[config.mk]
export PLATFORM = sky130hd
export DESIGN_NAME = led_blink_sequencer_unit
export DESIGN_NICKNAME = d
export VERILOG_FILES = /design/src/lbs_pkg.sv /design/src/lbs_led_cell.sv /design/src/led_blink_sequencer_unit.sv
export SDC_FILE = /design/constraint.sdc
export NUM_CORES = 1
export LEC_CHECK = 0
export ABC_AREA = 1
export BUFFER_PORTS_ARGS = -buffer_cell sky130_fd_sc_hd__buf_4
export CORE_MARGIN = 8
export CORE_UTILIZATION = 40
export CTS_CLUSTER_DIAMETER = 80
export DETAILED_ROUTE_END_ITERATION = 6
export GPL_TIMING_DRIVEN = 0
export SETUP_SLACK_MARGIN = 0.15
export SYNTH_ARGS = -nofsm -noshare
export SYNTH_HDL_FRONTEND = slang
export SYNTH_SLANG_ARGS = --single-unit
[constraint.sdc]
create_clock -name clk -period 2.5 [get_ports clk]
set_input_delay 0.125 -clock clk [delete_from_list [all_inputs] [get_ports clk]]
set_output_delay 0.125 -clock clk [all_outputs]
set_load 0.02 [all_outputs]
[src/lbs_pkg.sv]
// Shared types and constants of the LED blink sequencer.
package lbs_pkg;

  localparam int LED_COUNT_DEF  = 3;
  localparam int TIME_WIDTH_DEF = 16;

  localparam int FUNC_W  = 2;
  localparam int LED_W   = 2;
  localparam int REPS_W  = 8;
  localparam int TICKS_W = 16;
  localparam int OUT_W   = 3;
  localparam int REPL_W  = 9;

  // Item kinds. The fourth code carries no meaning and leaves the state alone.
  typedef enum logic [FUNC_W-1:0] {
    FUNC_TICK  = 2'd0,
    FUNC_START = 2'd1,
    FUNC_STOP  = 2'd2
  } func_t;

  // Command broadcast from the top level to every LED cell.
  typedef struct packed {
    logic              step;
    func_t             func;
    logic              sel;
    logic              rest;
    logic [REPS_W-1:0] reps;
  } cmd_t;

endpackage

[src/lbs_led_cell.sv]
// State and update logic of one LED of the blink sequencer.
module lbs_led_cell #(
  parameter int TIME_WIDTH = lbs_pkg::TIME_WIDTH_DEF
) (
  input  logic                       clk,
  input  logic                       rst,
  input  lbs_pkg::cmd_t              cmd,
  input  logic [lbs_pkg::TICKS_W-1:0] on_ticks,
  input  logic [lbs_pkg::TICKS_W-1:0] off_ticks,
  output logic                       level_next,
  output logic                       running_next
);

  localparam int TW_IN = (TIME_WIDTH < lbs_pkg::TICKS_W) ? TIME_WIDTH : lbs_pkg::TICKS_W;
  localparam logic signed [lbs_pkg::REPL_W-1:0] REP_MIN = {1'b1, {(lbs_pkg::REPL_W-1){1'b0}}};
  localparam logic signed [lbs_pkg::REPL_W-1:0] REP_ONE = {{(lbs_pkg::REPL_W-1){1'b0}}, 1'b1};
  localparam logic [TIME_WIDTH-1:0] TIME_ONE = {{(TIME_WIDTH-1){1'b0}}, 1'b1};

  logic                             level;
  logic                             resting;
  logic signed [lbs_pkg::REPL_W-1:0] repeats_left;
  logic [TIME_WIDTH-1:0]            on_duration;
  logic [TIME_WIDTH-1:0]            off_duration;
  logic [TIME_WIDTH-1:0]            countdown;
  logic                             running;

  logic                             resting_next;
  logic signed [lbs_pkg::REPL_W-1:0] repeats_left_next;
  logic [TIME_WIDTH-1:0]            on_duration_next;
  logic [TIME_WIDTH-1:0]            off_duration_next;
  logic [TIME_WIDTH-1:0]            countdown_next;

  logic [TIME_WIDTH-1:0]            on_t;
  logic [TIME_WIDTH-1:0]            off_t;
  logic [TIME_WIDTH-1:0]            cd_dec;
  logic [TIME_WIDTH-1:0]            reload;
  logic [TIME_WIDTH-1:0]            start_load;

  assign on_t  = TIME_WIDTH'(on_ticks[TW_IN-1:0]);
  assign off_t = TIME_WIDTH'(off_ticks[TW_IN-1:0]);

  always_comb begin
    cd_dec = (countdown != '0) ? countdown - TIME_ONE : countdown;
    // Reload after a toggle picks the time that matches the new level.
    reload = level ? off_duration : on_duration;
    if (reload == '0) begin
      reload = TIME_ONE;
    end
    start_load = cmd.rest ? off_t : on_t;
    if (start_load == '0) begin
      start_load = TIME_ONE;
    end
  end

  always_comb begin
    level_next        = level;
    resting_next      = resting;
    repeats_left_next = repeats_left;
    on_duration_next  = on_duration;
    off_duration_next = off_duration;
    countdown_next    = countdown;
    running_next      = running;
    if (cmd.step) begin
      case (cmd.func)
        lbs_pkg::FUNC_TICK: begin
          if (running) begin
            countdown_next = cd_dec;
            if (cd_dec == '0) begin
              if ((level == resting) && (repeats_left <= REP_ONE)) begin
                // Last repeat used up: stop and keep the current level.
                repeats_left_next = repeats_left - REP_ONE;
                running_next      = 1'b0;
                countdown_next    = '0;
              end else begin
                if (level == resting) begin
                  repeats_left_next = (repeats_left == REP_MIN) ? REP_MIN
                                                                : repeats_left - REP_ONE;
                end
                level_next     = ~level;
                countdown_next = reload;
              end
            end
          end
        end
        lbs_pkg::FUNC_START: begin
          if (cmd.sel) begin
            repeats_left_next = $signed({1'b0, cmd.reps});
            if (!running) begin
              resting_next      = cmd.rest;
              level_next        = ~cmd.rest;
              on_duration_next  = on_t;
              off_duration_next = off_t;
              countdown_next    = start_load;
              running_next      = 1'b1;
            end
          end
        end
        lbs_pkg::FUNC_STOP: begin
          if (cmd.sel && running) begin
            resting_next      = cmd.rest;
            level_next        = cmd.rest;
            repeats_left_next = '0;
            countdown_next    = '0;
            running_next      = 1'b0;
          end
        end
        default: begin
        end
      endcase
    end
  end

  always_ff @(posedge clk) begin
    if (rst) begin
      level        <= 1'b0;
      resting      <= 1'b0;
      repeats_left <= '0;
      on_duration  <= '0;
      off_duration <= '0;
      countdown    <= '0;
      running      <= 1'b0;
    end else begin
      level        <= level_next;
      resting      <= resting_next;
      repeats_left <= repeats_left_next;
      on_duration  <= on_duration_next;
      off_duration <= off_duration_next;
      countdown    <= countdown_next;
      running      <= running_next;
    end
  end

endmodule

[src/led_blink_sequencer_unit.sv]
// Top level of the LED blink sequencer: input register, LED cells and result register.
//
// The sequencer drives LED_COUNT indicator LEDs. Every input beat is a tick, a start or a
// stop. A tick counts down the timers of all running LEDs at once; when a timer runs out,
// an LED at its resting level spends one repeat and stops when none remain, and otherwise
// it toggles and reloads its timer with the on or off time (a time of zero counts as one
// tick). A start sets the repeat count and, on an idle LED, drives the level opposite to
// the resting level and latches both times; a start on a running LED changes only its
// repeat count. A stop on a running LED cancels it and restores the resting level. Every
// input beat yields exactly one output beat with the LED levels and the running mask after
// that beat took effect; only LEDs 0 to 2 appear there. The block takes one beat per clock
// cycle while the result side is not stalled; a beat passes through the input register and
// then the result register, with all LED updates done in between.
module led_blink_sequencer_unit #(
  parameter int LED_COUNT  = lbs_pkg::LED_COUNT_DEF,
  parameter int TIME_WIDTH = lbs_pkg::TIME_WIDTH_DEF
) (
  input  logic                        clk,
  input  logic                        rst,
  input  logic                        in_valid,
  output logic                        in_ready,
  input  logic [lbs_pkg::FUNC_W-1:0]  func,
  input  logic [lbs_pkg::LED_W-1:0]   led,
  input  logic [lbs_pkg::REPS_W-1:0]  repeat_count,
  input  logic [lbs_pkg::TICKS_W-1:0] on_ticks,
  input  logic [lbs_pkg::TICKS_W-1:0] off_ticks,
  input  logic                        rest_level,
  output logic                        out_valid,
  input  logic                        out_ready,
  output logic [lbs_pkg::OUT_W-1:0]   led_levels,
  output logic [lbs_pkg::OUT_W-1:0]   running_mask
);

  // Input register.
  logic                        in_full;
  logic [lbs_pkg::FUNC_W-1:0]  func_q;
  logic [lbs_pkg::LED_W-1:0]   led_q;
  logic [lbs_pkg::REPS_W-1:0]  reps_q;
  logic [lbs_pkg::TICKS_W-1:0] on_q;
  logic [lbs_pkg::TICKS_W-1:0] off_q;
  logic                        rest_q;

  logic                        advance;
  logic [LED_COUNT-1:0]        level_next;
  logic [LED_COUNT-1:0]        running_next;
  logic [lbs_pkg::OUT_W-1:0]   levels_next;
  logic [lbs_pkg::OUT_W-1:0]   mask_next;

  // The held beat moves on whenever the result register is empty or being emptied, so the
  // input side then takes the next beat; only a held beat behind a stalled result stalls it.
  assign advance  = in_full && (!out_valid || out_ready);
  assign in_ready = !in_full || advance;

  always_ff @(posedge clk) begin
    if (rst) begin
      in_full <= 1'b0;
    end else if (in_ready) begin
      in_full <= in_valid;
    end
  end

  always_ff @(posedge clk) begin
    if (in_valid && in_ready) begin
      func_q <= func;
      led_q  <= led;
      reps_q <= repeat_count;
      on_q   <= on_ticks;
      off_q  <= off_ticks;
      rest_q <= rest_level;
    end
  end

  // One cell per LED; a start or stop reaches only the cell whose index matches, so an
  // index at or beyond LED_COUNT is ignored.
  for (genvar i = 0; i < LED_COUNT; i++) begin : g_led
    lbs_pkg::cmd_t cmd;

    always_comb begin
      cmd.step = advance;
      cmd.func = lbs_pkg::func_t'(func_q);
      cmd.sel  = (32'(led_q) == i);
      cmd.rest = rest_q;
      cmd.reps = reps_q;
    end

    lbs_led_cell #(
      .TIME_WIDTH(TIME_WIDTH)
    ) u_cell (
      .clk         (clk),
      .rst         (rst),
      .cmd         (cmd),
      .on_ticks    (on_q),
      .off_ticks   (off_q),
      .level_next  (level_next[i]),
      .running_next(running_next[i])
    );
  end

  // Only the first three LEDs are reported; missing LEDs read as zero.
  for (genvar b = 0; b < lbs_pkg::OUT_W; b++) begin : g_out
    if (b < LED_COUNT) begin : g_used
      assign levels_next[b] = level_next[b];
      assign mask_next[b]   = running_next[b];
    end else begin : g_pad
      assign levels_next[b] = 1'b0;
      assign mask_next[b]   = 1'b0;
    end
  end

  // Result register.
  always_ff @(posedge clk) begin
    if (rst) begin
      out_valid <= 1'b0;
    end else if (advance) begin
      out_valid <= 1'b1;
    end else if (out_ready) begin
      out_valid <= 1'b0;
    end
  end

  always_ff @(posedge clk) begin
    if (advance) begin
      led_levels   <= levels_next;
      running_mask <= mask_next;
    end
  end

endmodule

# Yosys cells after proc, flatten, opt, wreduce, memory -nomap -nowiden

Cells that the tools add are included.

RAM bits: 0
Latch bits: 0
Word-level logic and storage cells: 229
Memories: 0
ROM bits: 0
Register bits after elaboration: 233

Reductions and logical operators: 39
Order comparisons: 3
$add $sub $neg: 6
Mux-type cells: 115
$mul: 0
Bitwise logic cells: 7
Div/mod/pow operators: 0
Shift-type cells: 0
Equal/unequal tests: 28

Operators with widths:

| cell                                                                    | number |
|---|---|
| 16-bit two-way mux                                                      | 29 |
| 9-bit two-way mux                                                       | 21 |
| 16-bit case mux with 3 select lines                                     | 3 |
| 16-bit zero test                                                        | 7 |
| 9-bit case mux with 3 select lines                                      | 3 |
| 1-bit two-way mux                                                       | 50 |
| 16-bit nonzero test                                                     | 3 |
| 16-bit by 1-bit subtractor with 16-bit output, second input constant    | 3 |
| 9-bit equality test, second input constant                              | 3 |
| 9-bit by 2-bit <= comparator with 1-bit output, second input constant   | 3 |
| 9-bit by 2-bit subtractor with 9-bit output, second input constant      | 3 |
| 2-bit by 1-bit inequality test with 1-bit output, second input constant | 12 |
| 7-bit AND reduction                                                     | 3 |
| 1-bit case mux with 3 select lines                                      | 6 |
| 6-bit AND reduction                                                     | 3 |
| 5-bit AND reduction                                                     | 3 |
| 4-bit AND reduction                                                     | 3 |
| 3-bit by 1-bit inequality test with 1-bit output, second input constant | 3 |
| 1-bit logical AND                                                       | 8 |
| 1-bit inverter                                                          | 7 |
| 2-bit inequality test, second input constant                            | 3 |
| 1-bit case mux with 2 select lines                                      | 3 |
| 2-bit by 1-bit equality test with 1-bit output, second input constant   | 2 |
| 2-bit equality test, second input constant                              | 2 |
| other kinds (6)                                                         | 12 |

# Logic depth before layout (Yosys ltp)

Gate-level depths: netlist of the first run.

Word-level depth: 7
Depth in mapped cells: 16
Depth with buffers taken out: 16

# By module

A second synthesis of the first run with hierarchy kept.

Cells, all modules: 2148
Area, all modules: 14413.8 sq um

By module, submodules not included:

| module                          | seq. area each (sq um) | instances | area each (sq um) | cells an instance |
|---|---|---|---|---|
| lbs_led_cell at g_led[0].u_cell | 1201.2                 | 1         | 4289.1            | 697 |
| lbs_led_cell at g_led[2].u_cell | 1201.2                 | 1         | 4287.9            | 703 |
| lbs_led_cell at g_led[1].u_cell | 1201.2                 | 1         | 4195.3            | 680 |
| led_blink_sequencer_unit        | 1571.5                 | 1         | 1641.6            | 68 |

# Least setup slack after synthesis of the first run

OpenSTA, ideal clock, no wires.

Kind: register -> register
Start: reg func_q[1] (netlist name)
End: reg g_led[0].u_cell.off_duration[10]
Period minus slack after synthesis: 2123 ps
Arrival time: 2008 ps
Path buffers: 3
Setup time: 116 ps
Cell stages (with the launch flop): 13
Slack: 377 ps
Cells stage by stage: edfxtp_1 inv_1 ha_1 buf_2 clkinv_1 nor2_1 inv_1 nor2_1 inv_1 clkbuf_1 clkbuf_1 nor2_1 nor2_1

Cells in the longest elaborated chain, start to end: 2

Ends and longest elaborated chain:

| what                                           | line                           | RTL |
|---|---|---|
| start, declared                                | led_blink_sequencer_unit.sv:36 | `logic [lbs_pkg::FUNC_W-1:0] func_q;` |
| start signal, assigned                         | led_blink_sequencer_unit.sv:64 | `func_q <= func;` |
| 2-bit by 1-bit equality test with 1-bit output | lbs_led_cell.sv:64             | `case (cmd.func)` |
| 4-bit AND reduction (no source line)           | --                             |  |
| end signal, assigned                           | lbs_led_cell.sv:127            | `off_duration <= off_duration_next;` |
| end, declared                                  | lbs_led_cell.sv:23             | `logic [TIME_WIDTH-1:0] off_duration;` |

No other way between the ends.
A chain may end at the register's enable or synchronous reset.

# Worst setup path after layout of the first run

Start: reg g_led[2].u_cell.countdown[0]
End: reg g_led[2].u_cell.countdown[5]

Cells in the longest elaborated chain, start to end: 6

Ends and longest elaborated chain:

| what                                                                                        | line                | RTL |
|---|---|---|
| start, declared                                                                             | lbs_led_cell.sv:24  | `logic [TIME_WIDTH-1:0] countdown;` |
| start signal, assigned                                                                      | lbs_led_cell.sv:128 | `countdown <= countdown_next;` |
| 16-bit by 1-bit subtractor with 16-bit output / 16-bit nonzero test (equally long branches) | lbs_led_cell.sv:43  | `cd_dec = (countdown != '0) ? countdown - TIME_ONE : countdown;` |
| 16-bit two-way mux (*)                                                                      | lbs_led_cell.sv:43  |  |
| 16-bit zero test                                                                            | lbs_led_cell.sv:68  | `if (cd_dec == '0) begin` |
| 16-bit two-way mux (*)                                                                      | lbs_led_cell.sv:68  |  |
| 16-bit two-way mux (*)                                                                      | lbs_led_cell.sv:66  | `if (running) begin` |
| 16-bit case mux with 3 select lines (*)                                                     | lbs_led_cell.sv:64  |  |

Mark *: on every way between the ends. The rest lies on a longest branch, timed or not. The select of a mux whose other input is x is not followed.

==> flow_metrics.tcl, run 1 <==
set metrics [dict create \
    final-hold-violation-count 0 \
    cts_max_level 1 \
    slew_headroom_pct 47.8 \
    post_route_worst_setup_slack_ns 0.0750 \
    worst_r2r_startpoint "g_led[2].u_cell.countdown[0]" \
    drc 0 \
    fmax_ghz 0.412 \
    critPathCaptureType "flip-flop" \
    status "completed" \
    globalRoute.totalOverflow 0 \
    insertion_delay_ns 0.56 \
    antenna-diode-count 0 \
    yosys_most_used_dff "sky130_fd_sc_hd__dfxtp_1" \
    core_area_sq_mm 0.0332 \
    grt_antenna_before_repair 0 \
    final_nets 2175 \
    gp_congestion 0.953 \
    p_leak_uw 0.00749 \
    finalSetupViolations 0 \
    place_inst 2419 \
    worst-r2r-cell-count 14 \
    num_vias 14000 \
    cell_internal_pwr_uw 7630 \
    clock_sink_count 233 \
    crit_path_start "g_led[2].u_cell.countdown[0]" \
    finalWorstPathRequiredPeriod_ns 2.43 \
    syn_avg_cell_area_sq_um 6.97 \
    avgRoutedWirePerCell_um 18.5 \
    grt_pass1_vias 13100 \
    ys_seq_elements 233 \
    netSwitchingFraction_pct 33.8 \
    hpwlAfterDp_mm 33.8 \
    worst-endpoint-arrival_ns 2.92 \
    track_usage_pct 23.1 \
    cts_tree "yes" \
    final_common_cell "sky130_fd_sc_hd__nor2_1" \
    power_per_cell_area_mw_per_mm2 669 \
    share_seq_of_total_power_pct 36.3 \
    io_pins 57 \
    worst-slew-pin-transition_ns 0.783 \
    timing.critical_path.from_type "flip-flop" \
    layout-drive-gt1-share_pct 22.7 \
    worstHoldStart "rst" \
    post_synth_instance_area_sq_mm 0.0133 \
    seqCellArea_sq_mm 0.00520 \
    setup_slack_reg_to_reg_ns 0.07 \
    comb_power_share_pct 29.1 \
    vdd_ir_drop_max_mv 0.648 \
    drt-total-wl_mm 47.6 \
    dp_slack_ns -0.381 \
    port_buffers 55 \
    crit_path_max_fanout 7 \
    nFillCells 3294 \
    postRouteAntennaNets 0 \
    vias_per_cell 5.43 \
    critPathKind "reg2reg" \
    holdCritPathClass "in2reg" \
    asyncSetResetFlopFracSynth_pct 0 \
    post-layout-total-power_uw 11500 \
    yosys_warnings 0 \
    mostFrequentLayoutCells "351 x sky130_fd_sc_hd__nor2_1, 343 x sky130_fd_sc_hd__nand2_1, 193 x sky130_fd_sc_hd__o21ai_0" \
    ctsRootBufferMaster "sky130_fd_sc_hd__clkbuf_16" \
    die_area_sq_mm 0.0395 \
    seq_area_frac_synth_pct 38.8 \
    first_iter_violations 1213 \
    clockPowerShare_pct 34.5 \
    multi_input_comb_area_sq_mm 0.00813 \
    timing.clock.skew_ns 0.0277 \
    rsz0062_at_grt "true" \
    critPathCapture "g_led[2].u_cell.countdown[5]" \
    final_core_utilization_pct 51.9 \
    synth-edff-count 51 \
    ys_types 47 \
    syn-instance-count 1915 \
    cts_made_buffers 25 \
    ff_to_ff_end "g_led[2].u_cell.countdown[5]" \
    final.period_utilization_pct 97.0 \
    syn2layout_area_growth_pct 29.1 \
    initial_utilization_pct 40.2 \
    placement_rows 67 \
    slew_violations 0 \
    firstDrtPassIters 6 \
    drv_cap 0 \
    grt_first_pass_wirelength_mm 71.9 \
    clk_transition_reported_paths_ns 0.07 \
    p_sw_uw 3890 \
    die_height_um 199 \
    worst-endpoint-required_ns 3.00 \
    postSynthNetCount 1980 \
    finish.cell_count_without_fillers 2577 \
    max-clock-path-buffers 3 \
    grt_start_max_net_pins 34 \
    die-width_um 199 \
]
-- worst max-delay path, cell delays in order, from the launching register on --
cell                      delay [ns]
sky130_fd_sc_hd__dfxtp_4        0.36
sky130_fd_sc_hd__inv_6          0.07
sky130_fd_sc_hd__ha_4           0.14
sky130_fd_sc_hd__nor3b_4        0.22
sky130_fd_sc_hd__nand4_4        0.20
sky130_fd_sc_hd__buf_6          0.20
sky130_fd_sc_hd__nand2_4        0.08
sky130_fd_sc_hd__nand4_1        0.14
sky130_fd_sc_hd__nor2_4         0.16
sky130_fd_sc_hd__nand3_4        0.19
sky130_fd_sc_hd__buf_12         0.19
sky130_fd_sc_hd__buf_16         0.12
sky130_fd_sc_hd__o21ai_2        0.09
sky130_fd_sc_hd__nand2_1        0.07
sky130_fd_sc_hd__a21oi_2        0.13
-- how the worst min path moves through the flow --
stage                                          to  slack (ns)  cells after the start
after floorplan                         func_q[0]        0.22                      0
after global placement                   on_q[12]        0.30                      1
after detailed placement                 led_q[1]        0.30                      1
after CTS                   g_led[1].u_cell.level        0.04                      2
after global routing        g_led[1].u_cell.level        0.06                      2
final                     g_led[2].u_cell.running        0.05                      2
-- layout make-up --
cell class,count,area share (%)
Inverter,128,2.94
Tap cell,448,3.25
Clock inverter,11,0.973
Multi-Input combinational cell,1470,47.2
Buffer,86,2.94
Clock buffer,35,4.08
Timing Repair Buffer,166,8.40
Sequential cell,233,30.2
-- synthesized netlist by cell type, drive strengths merged, types with 12 or more instances --
cell type  number  area [sq um]
nand2         393          1530
nand4          44           297
nor2          426          1750
edfxtp         51          1530
a21oi         112           587
inv           127           477
or2            25           156
nor3           27           145
a31oi          12          75.1
clkbuf         59           221
o21ai         227          1190
ha             16           200
buf            27           191
dfxtp         182          3640
mux2i          44           440
nand3          92           500
-- power by group through the flow --
stage / clock [uW] / sequential [uW] / combinational [uW]
3_5_place_dp: 0 / 4240 / 2590
2_1_floorplan: 0 / 4170 / 1940
6_report: 3980 / 4190 / 3350
5_1_grt: 4170 / 4200 / 3670
4_1_cts: 4030 / 4160 / 2830
3_3_place_gp: 0 / 4240 / 2550
-- metal layers --
layer | wire, um | GRT usage, % | vias to the layer above
li1 | - | - | 6755
met1 | 20400 | 30.0 | 6535
met5 | 0 | 0 | -
met2 | 21800 | 38.2 | 571
met4 | 1900 | 8.67 | 0
met3 | 3500 | 3.65 | 123
-- per-stage QoR --
step / TNS, ns / cell area, sq um / hold WS, ns
after floorplan: 0 / 13300 / 0.224
after global placement: -21.43 / 14300 / 0.303
after detailed placement: -26.25 / 14300 / 0.304
after CTS: 0 / 16300 / 0.0436
after global routing: -0.0468 / 17200 / 0.0636
final: 0 / 17200 / 0.0546
-- flip-flops by register name, summed over array words and instances, names as in the netlist --
name	cells
func_q	2
g_led.u_cell.countdown	48
g_led.u_cell.level	3
g_led.u_cell.off_duration	48
g_led.u_cell.on_duration	48
g_led.u_cell.repeats_left	27
g_led.u_cell.resting	3
g_led.u_cell.running	3
in_full	1
led_levels	3
led_q	2
off_q	16
on_q	16
out_valid	1
reps_q	8
rest_q	1
running_mask	3
-- kinds of logic after synthesis --
| group | synth area share [%] |
|---|---|
| buf+inv | 6.70 |
| xor+xnor | 1.05 |
| mux | 3.30 |
| fa+ha+maj | 1.50 |
| compound gates | 15.2 |
| flops | 38.8 |
| simple gates | 33.5 |
-- what timing repair did --
action	CTS	global route
gates resized for setup	104	232
hold buffers	48	0
setup buffers	21	35
gates cloned	3	5
pin swaps	14	64
endpoints found under the hold margin	47	0
endpoints found under the setup margin	180	166
(Power assumes the default switching activity.)
==> run 2: changes to the inputs <==
Settings changed: CORE_UTILIZATION 40 to 50, CTS_CLUSTER_SIZE from default to 8, PLACE_DENSITY from default to 0.67.
==> flow_metrics.tcl, run 2 (same netlist as run 1, synthesis figures left out) <==
set metrics [dict create \
    crit_path_start "g_led[2].u_cell.countdown[0]" \
    finalSetupViolations 0 \
    fmax_ghz 0.419 \
    gp_congestion 0.973 \
    critPathCaptureType "flip-flop" \
    final_common_cell "sky130_fd_sc_hd__nand2_1" \
    comb_power_share_pct 27.0 \
    drv_cap 0 \
    final-hold-violation-count 0 \
    grt_antenna_before_repair 0 \
    cts_tree "yes" \
    p_leak_uw 0.00744 \
    slew_violations 0 \
    worst-r2r-cell-count 14 \
    grt_pass1_vias 13000 \
    worst_r2r_startpoint "g_led[2].u_cell.countdown[0]" \
    final.hold.worst_slack_ns 0.0569 \
    timing.critical_path.from_type "flip-flop" \
    initial_utilization_pct 51.1 \
    clockPowerShare_pct 36.9 \
    p_sw_uw 3900 \
    netSwitchingFraction_pct 33.5 \
    insertion_delay_ns 0.52 \
    firstDrtPassIters 6 \
    placement_rows 59 \
    grt_start_max_net_pins 46 \
    port_buffers 55 \
    final_nets 2175 \
    num_vias 14100 \
    power_per_cell_area_mw_per_mm2 688 \
    track_usage_pct 28.1 \
    critPathKind "reg2reg" \
    max-clock-path-buffers 3 \
    timing.clock.skew_ns 0.0146 \
    reg.largest.list "g_led.u_cell.countdown: 48 flops, g_led.u_cell.off_duration: 48 flops, g_led.u_cell.on_duration: 48 flops" \
    worst-endpoint-required_ns 2.94 \
    globalRoute.totalOverflow 0 \
    clock_sink_count 233 \
    cts_made_buffers 35 \
    hpwlAfterDp_mm 33.0 \
    clk_transition_reported_paths_ns 0.05 \
    syn2layout_area_growth_pct 26.8 \
    vias_per_cell 5.74 \
    worstHoldStart "rst" \
    worst-slew-pin-transition_ns 0.951 \
    io_pins 57 \
    finalWorstPathRequiredPeriod_ns 2.39 \
    core_area_sq_mm 0.0261 \
    grt_first_pass_wirelength_mm 70.7 \
    mostFrequentLayoutCells "359 x sky130_fd_sc_hd__nand2_1, 354 x sky130_fd_sc_hd__nor2_1, 190 x sky130_fd_sc_hd__o21ai_0" \
    share_seq_of_total_power_pct 36.0 \
    final.period_utilization_pct 95.4 \
    postRouteAntennaNets 0 \
    ctsRootBufferMaster "sky130_fd_sc_hd__clkbuf_16" \
    fin_setup_tns_ns 0 \
    cts_max_level 2 \
    status "completed" \
    drt-total-wl_mm 46.5 \
    final_core_utilization_pct 64.8 \
    slew_headroom_pct 36.6 \
    drc 0 \
    nFillCells 2312 \
    die-width_um 179 \
    first_iter_violations 1611 \
    cell_internal_pwr_uw 7740 \
    crit_path_max_fanout 7 \
    avgRoutedWirePerCell_um 18.9 \
    layout-drive-gt1-share_pct 21.1 \
    die_height_um 179 \
    min_delay_path_depth 2 \
    worst-endpoint-arrival_ns 2.83 \
    antenna-diode-count 0 \
    die_area_sq_mm 0.0322 \
    vdd_ir_drop_max_mv 0.665 \
    rsz0062_at_grt "true" \
    holdCritPathClass "in2reg" \
]
==> run 2: cell types whose count changed in the layout (fill, tap and decap cells not counted), moves of 7 or more <==
cell                        change
sky130_fd_sc_hd__nand2_1       +16
sky130_fd_sc_hd__clkbuf_16     +13
sky130_fd_sc_hd__nor2_4        -13
sky130_fd_sc_hd__clkbuf_1      +10
sky130_fd_sc_hd__nor2_2        +10
sky130_fd_sc_hd__nand2_2        -9
sky130_fd_sc_hd__nand2_4        -7
sky130_fd_sc_hd__nand3_2        -7
==> run 2: per-stage QoR <==
step	std cells	instance area, sq um	power (uW)	setup WS (ns)
2_1_floorplan	1915	13300	6110	0.377
3_3_place_gp	2305	14200	6770	-0.360
3_5_place_dp	2305	14200	6810	-0.395
4_1_cts	2418	16000	11200	0.126
5_1_grt	2459	16900	12100	0.000337
6_report	2459	16900	11600	0.114
==> run 2: worst max-delay path, cell delays in order (launching register included) <==
cell and delay, ns:
sky130_fd_sc_hd__dfxtp_4 0.36, sky130_fd_sc_hd__inv_6 0.07, sky130_fd_sc_hd__ha_4 0.13, sky130_fd_sc_hd__nor3b_4 0.21, sky130_fd_sc_hd__nand4_4 0.20, sky130_fd_sc_hd__buf_6 0.18
sky130_fd_sc_hd__nand2_1 0.13, sky130_fd_sc_hd__nand2_1 0.09, sky130_fd_sc_hd__nor2_2 0.15, sky130_fd_sc_hd__nand3_4 0.16, sky130_fd_sc_hd__buf_6 0.16, sky130_fd_sc_hd__clkbuf_16 0.15
sky130_fd_sc_hd__o21ai_2 0.10, sky130_fd_sc_hd__nand2_1 0.07, sky130_fd_sc_hd__a21oi_2 0.14
==> run 2: repair_timing <==
| item | 4_1_cts | 5_1_grt |
|---|---|---|
| buffers inserted | 15 | 35 |
| setup endpoints to repair | 178 | 165 |
| endpoints found under the hold margin | 47 | 0 |
| pin swaps | 17 | 55 |
| hold buffers | 47 | 0 |
| gates resized for setup | 91 | 186 |
| cloned | 0 | 6 |
==> run 2: cell type report <==
class	count	area, sq um	area share (%)
sequential	233	5200	30.7
inverter	128	502	2.96
clock buffer	47	921	5.44
multi-input combinational	1469	7920	46.8
timing repair buffer	157	1410	8.30
clock inverter	4	57.6	0.340
buffer	86	499	2.95
tap	335	419	2.48
==> run 2: worst paths after layout <==
check                                    endpoint  slack, ns
setup / recovery    g_led[2].u_cell.countdown[12]       0.11
hold / removal            g_led[2].u_cell.running       0.06
setup reg to reg    g_led[2].u_cell.countdown[12]       0.11
hold reg to reg   g_led[0].u_cell.repeats_left[8]       0.48
==> run 2: per-layer routing <==
layer | track usage [%] | wire length [um]
met3 | 3.92 | 3980
met4 | 12.2 | 2070
met2 | 44.3 | 20800
met5 | 0 | 0
met1 | 38.2 | 19600
==> run 2: power by group through the flow <==
stage / combinational [uW] / sequential [uW] / clock [uW]
6_report: 3150 / 4200 / 4300
5_1_grt: 3450 / 4200 / 4500
4_1_cts: 2730 / 4170 / 4330
3_5_place_dp: 2560 / 4240 / 0
3_3_place_gp: 2530 / 4240 / 0
2_1_floorplan: 1940 / 4170 / 0
==> run 3: changes to the inputs <==
Settings changed: ABC_AREA 1 to default.
==> flow_metrics.tcl, run 3 <==
set metrics [dict create \
    timing.critical_path.slowest_cell_delay_ns 0.57 \
    clock_sink_count 233 \
    cts_made_buffers 35 \
    grt_start_max_net_pins 38 \
    post_route_worst_setup_slack_ns -0.912 \
    worstHoldStart "on_ticks[2]" \
    fmax_ghz 0.293 \
    final.period_utilization_pct 136 \
    firstDrtPassIters 7 \
    post-layout-total-power_uw 11400 \
    syn2layout_area_growth_pct 35.9 \
    synth_most_common_cell "sky130_fd_sc_hd__nand2_1" \
    gp_congestion 0.956 \
    fin_setup_tns_ns -43.11 \
    insertion_delay_ns 0.53 \
    mostFrequentLayoutCells "194 x sky130_fd_sc_hd__nand2_1, 170 x sky130_fd_sc_hd__dfxtp_1, 144 x sky130_fd_sc_hd__nor2_1" \
    synth_common_cells "198 x sky130_fd_sc_hd__nand2_1, 182 x sky130_fd_sc_hd__dfxtp_1, 158 x sky130_fd_sc_hd__nor2_1" \
    min_delay_path_depth 2 \
    track_usage_pct 31.2 \
    finalWorstPathRequiredPeriod_ns 3.41 \
    critPathKind "reg2reg" \
    worst_hold_path.endpoint "on_q[2]" \
    slew_violations 0 \
    die_area_sq_mm 0.0308 \
    worst-slew-pin-transition_ns 1.31 \
    dp_slack_ns -1.55 \
    seq_area_frac_synth_pct 40.7 \
    placement_rows 58 \
    ys_types 75 \
    postSynthNetCount 1584 \
    place_inst 1905 \
    slowest_stage "sky130_fd_sc_hd__or4_4" \
    yosys_warnings 0 \
    core_area_sq_mm 0.0251 \
    final.hold.worst_slack_ns 0.311 \
    netlist_top_cells_area "sky130_fd_sc_hd__dfxtp_1 29%, sky130_fd_sc_hd__edfxtp_1 12%, sky130_fd_sc_hd__a21oi_1 5.9%, sky130_fd_sc_hd__nand2_1 5.8%, sky130_fd_sc_hd__mux2_2 4.7%" \
    slew_headroom_pct 13.0 \
    num_vias 13400 \
    grt_antenna_before_repair 0 \
    final-hold-violation-count 0 \
    ff_to_ff_end "led_levels[2]" \
    syn-instance-count 1519 \
    critPathCaptureType "flip-flop" \
    reg.largest.list "g_led.u_cell.countdown: 48 flops, g_led.u_cell.off_duration: 48 flops, g_led.u_cell.on_duration: 48 flops" \
    cts_max_level 2 \
    port_buffers 55 \
    grt_pass1_vias 13000 \
    die_height_um 176 \
    failed_checks "design-rule violations, negative setup slack" \
    die-width_um 176 \
    p_leak_uw 0.00656 \
    cts_tree "yes" \
    power_per_cell_area_mw_per_mm2 657 \
    timing.clock.skew_ns 0.0148 \
    crit_path_max_fanout 4 \
    vdd_ir_drop_max_mv 0.634 \
    worst-r2r-cell-count 11 \
    post_synth_instance_area_sq_mm 0.0127 \
    worst-endpoint-arrival_ns 3.67 \
    first_iter_violations 1787 \
    final_common_cell "sky130_fd_sc_hd__nand2_1" \
    worst-endpoint-required_ns 2.76 \
    yosys_most_used_dff "sky130_fd_sc_hd__dfxtp_1" \
    postRouteAntennaNets 0 \
    timing.critical_path.buf_inv 3 \
    setup_slack_reg_to_reg_ns -0.91 \
    worst_r2r_startpoint "g_led[2].u_cell.countdown[8]" \
    grt_first_pass_wirelength_mm 75.4 \
    finalSetupViolations 87 \
    ys_seq_elements 233 \
    drc 1 \
    max-clock-path-buffers 3 \
    final_nets 1814 \
    cpLargestDelayFamily "simple AND/OR/NAND/NOR gates" \
    initial_utilization_pct 50.7 \
    globalRoute.totalOverflow 0 \
    status "finished, violations left" \
    synth-edff-count 51 \
    avgRoutedWirePerCell_um 23.9 \
    syn_avg_cell_area_sq_um 8.38 \
    clk_transition_reported_paths_ns 0.05 \
    netlist.top_cell.by_area "sky130_fd_sc_hd__dfxtp_1" \
    asyncSetResetFlopFracSynth_pct 0 \
    drv_cap 0 \
    vias_per_cell 6.39 \
    synth.top_cell.area_share_pct 28.6 \
    holdCritPathClass "in2reg" \
    io_pins 57 \
    layout-drive-gt1-share_pct 28.9 \
    rsz0062_at_grt "true" \
    drt-total-wl_mm 50.0 \
    timing.critical_path.from_type "flip-flop" \
    finish.cell_count_without_fillers 2094 \
    hpwlAfterDp_mm 33.2 \
    crit_path_cell_trace "buf_6 -> or4_4 -> buf_8 -> buf_4 -> o41ai_4 -> xor2_1 -> nand2_1 -> or4_4 -> or4_4 -> o211ai_1 -> nor2_1" \
    cpMostUsedCell "sky130_fd_sc_hd__or4_4" \
    ctsRootBufferMaster "sky130_fd_sc_hd__clkbuf_16" \
]
## run 3: changes by cell type after synthesis, moves of 16 or more
cell | previous run | this run
sky130_fd_sc_hd__nor2_1 | 399 | 158
sky130_fd_sc_hd__nor4_1 | 0 | 48
sky130_fd_sc_hd__nor3_1 | 25 | 57
sky130_fd_sc_hd__mux2_2 | 0 | 53
sky130_fd_sc_hd__clkbuf_1 | 59 | 78
sky130_fd_sc_hd__o21ai_0 | 204 | 74
sky130_fd_sc_hd__nand3_1 | 87 | 41
sky130_fd_sc_hd__nand2_1 | 379 | 198
sky130_fd_sc_hd__a21oi_1 | 105 | 150
sky130_fd_sc_hd__nand2b_1 | 0 | 16
sky130_fd_sc_hd__nand4_1 | 42 | 20
sky130_fd_sc_hd__a211oi_1 | 1 | 22
sky130_fd_sc_hd__inv_1 | 122 | 26
## run 3: routing by layer
| layer | GRT usage (%) | wire length [um] |
|---|---|---|
| met5 | 0 | 0 |
| met4 | 16.1 | 2460 |
| met3 | 5.80 | 4690 |
| met2 | 49.4 | 22900 |
| met1 | 40.1 | 20000 |
## run 3: worst register-to-register path, cell delays in order, from the launching register on
cell                       delay, ns
sky130_fd_sc_hd__dfxtp_2        0.31
sky130_fd_sc_hd__buf_6          0.12
sky130_fd_sc_hd__or4_4          0.48
sky130_fd_sc_hd__buf_8          0.14
sky130_fd_sc_hd__buf_4          0.14
sky130_fd_sc_hd__o41ai_4        0.28
sky130_fd_sc_hd__xor2_1         0.22
sky130_fd_sc_hd__nand2_1        0.11
sky130_fd_sc_hd__or4_4          0.57
sky130_fd_sc_hd__or4_4          0.54
sky130_fd_sc_hd__o211ai_1       0.13
sky130_fd_sc_hd__nor2_1         0.10
## run 3: worst max-delay path by stage
stage	from	end	slack, ns	cells past startpoint
after floorplan	g_led[2].u_cell.countdown[0]	led_levels[2]	-0.62	10
after global placement	g_led[2].u_cell.countdown[0]	g_led[2].u_cell.repeats_left[6]	-1.50	11
after detailed placement	g_led[2].u_cell.countdown[0]	g_led[2].u_cell.repeats_left[6]	-1.55	11
after CTS	g_led[2].u_cell.countdown[0]	led_levels[2]	-0.90	8
after global routing	g_led[2].u_cell.countdown[8]	led_levels[2]	-1.01	11
final	g_led[2].u_cell.countdown[8]	led_levels[2]	-0.91	11
## run 3: cell families (layout without fill, tap and decap cells)
logic type / count (synthesis) / count (layout) / share of synthesized area (%)
simple gates: 648 / 648 / 25.0
compound gates: 360 / 360 / 17.7
flops: 233 / 233 / 40.7
buf+inv: 122 / 366 / 3.80
mux: 112 / 112 / 9.33
xor+xnor: 28 / 28 / 1.93
fa+ha+maj: 16 / 16 / 1.57
other cells: 0 / 1 / 0
## run 3: timing repair
item	CTS	global route
setup buffers	69	15
pin swaps	60	55
hold endpoints to repair	47	0
gates resized for setup	161	107
setup endpoints to repair	181	148
gates cloned	6	0
hold buffers	48	0
## run 3: per-stage QoR
| step | utilization [%] | instance area (sq um) |
|---|---|---|
| 6_report | 68.9 | 17300 |
| 3_3_place_gp | 56.0 | 14000 |
| 4_1_cts | 66.8 | 16800 |
| 3_5_place_dp | 56.0 | 14100 |
| 5_1_grt | 68.8 | 17300 |
| 2_1_floorplan | - | 13200 |
## run 3: layout make-up
class                   instances  area, sq um
clock inverters                 4         63.8
plain buffers                  95          531
fillers                      2024         7820
clock buffers                  47          921
inverters                      26          115
multi-input cells            1164         8240
flip-flops and latches        233         5200
repair buffers                194         1800
well taps                     330          413
diodes                          1         2.50
## run 3: where the power goes
part	switching [uW]	leakage, uW	total (uW)	internal (uW)
registers	202	0.00198	4190	3980
logic	1590	0.00411	2830	1240
clock network	1780	0.000472	4350	2570
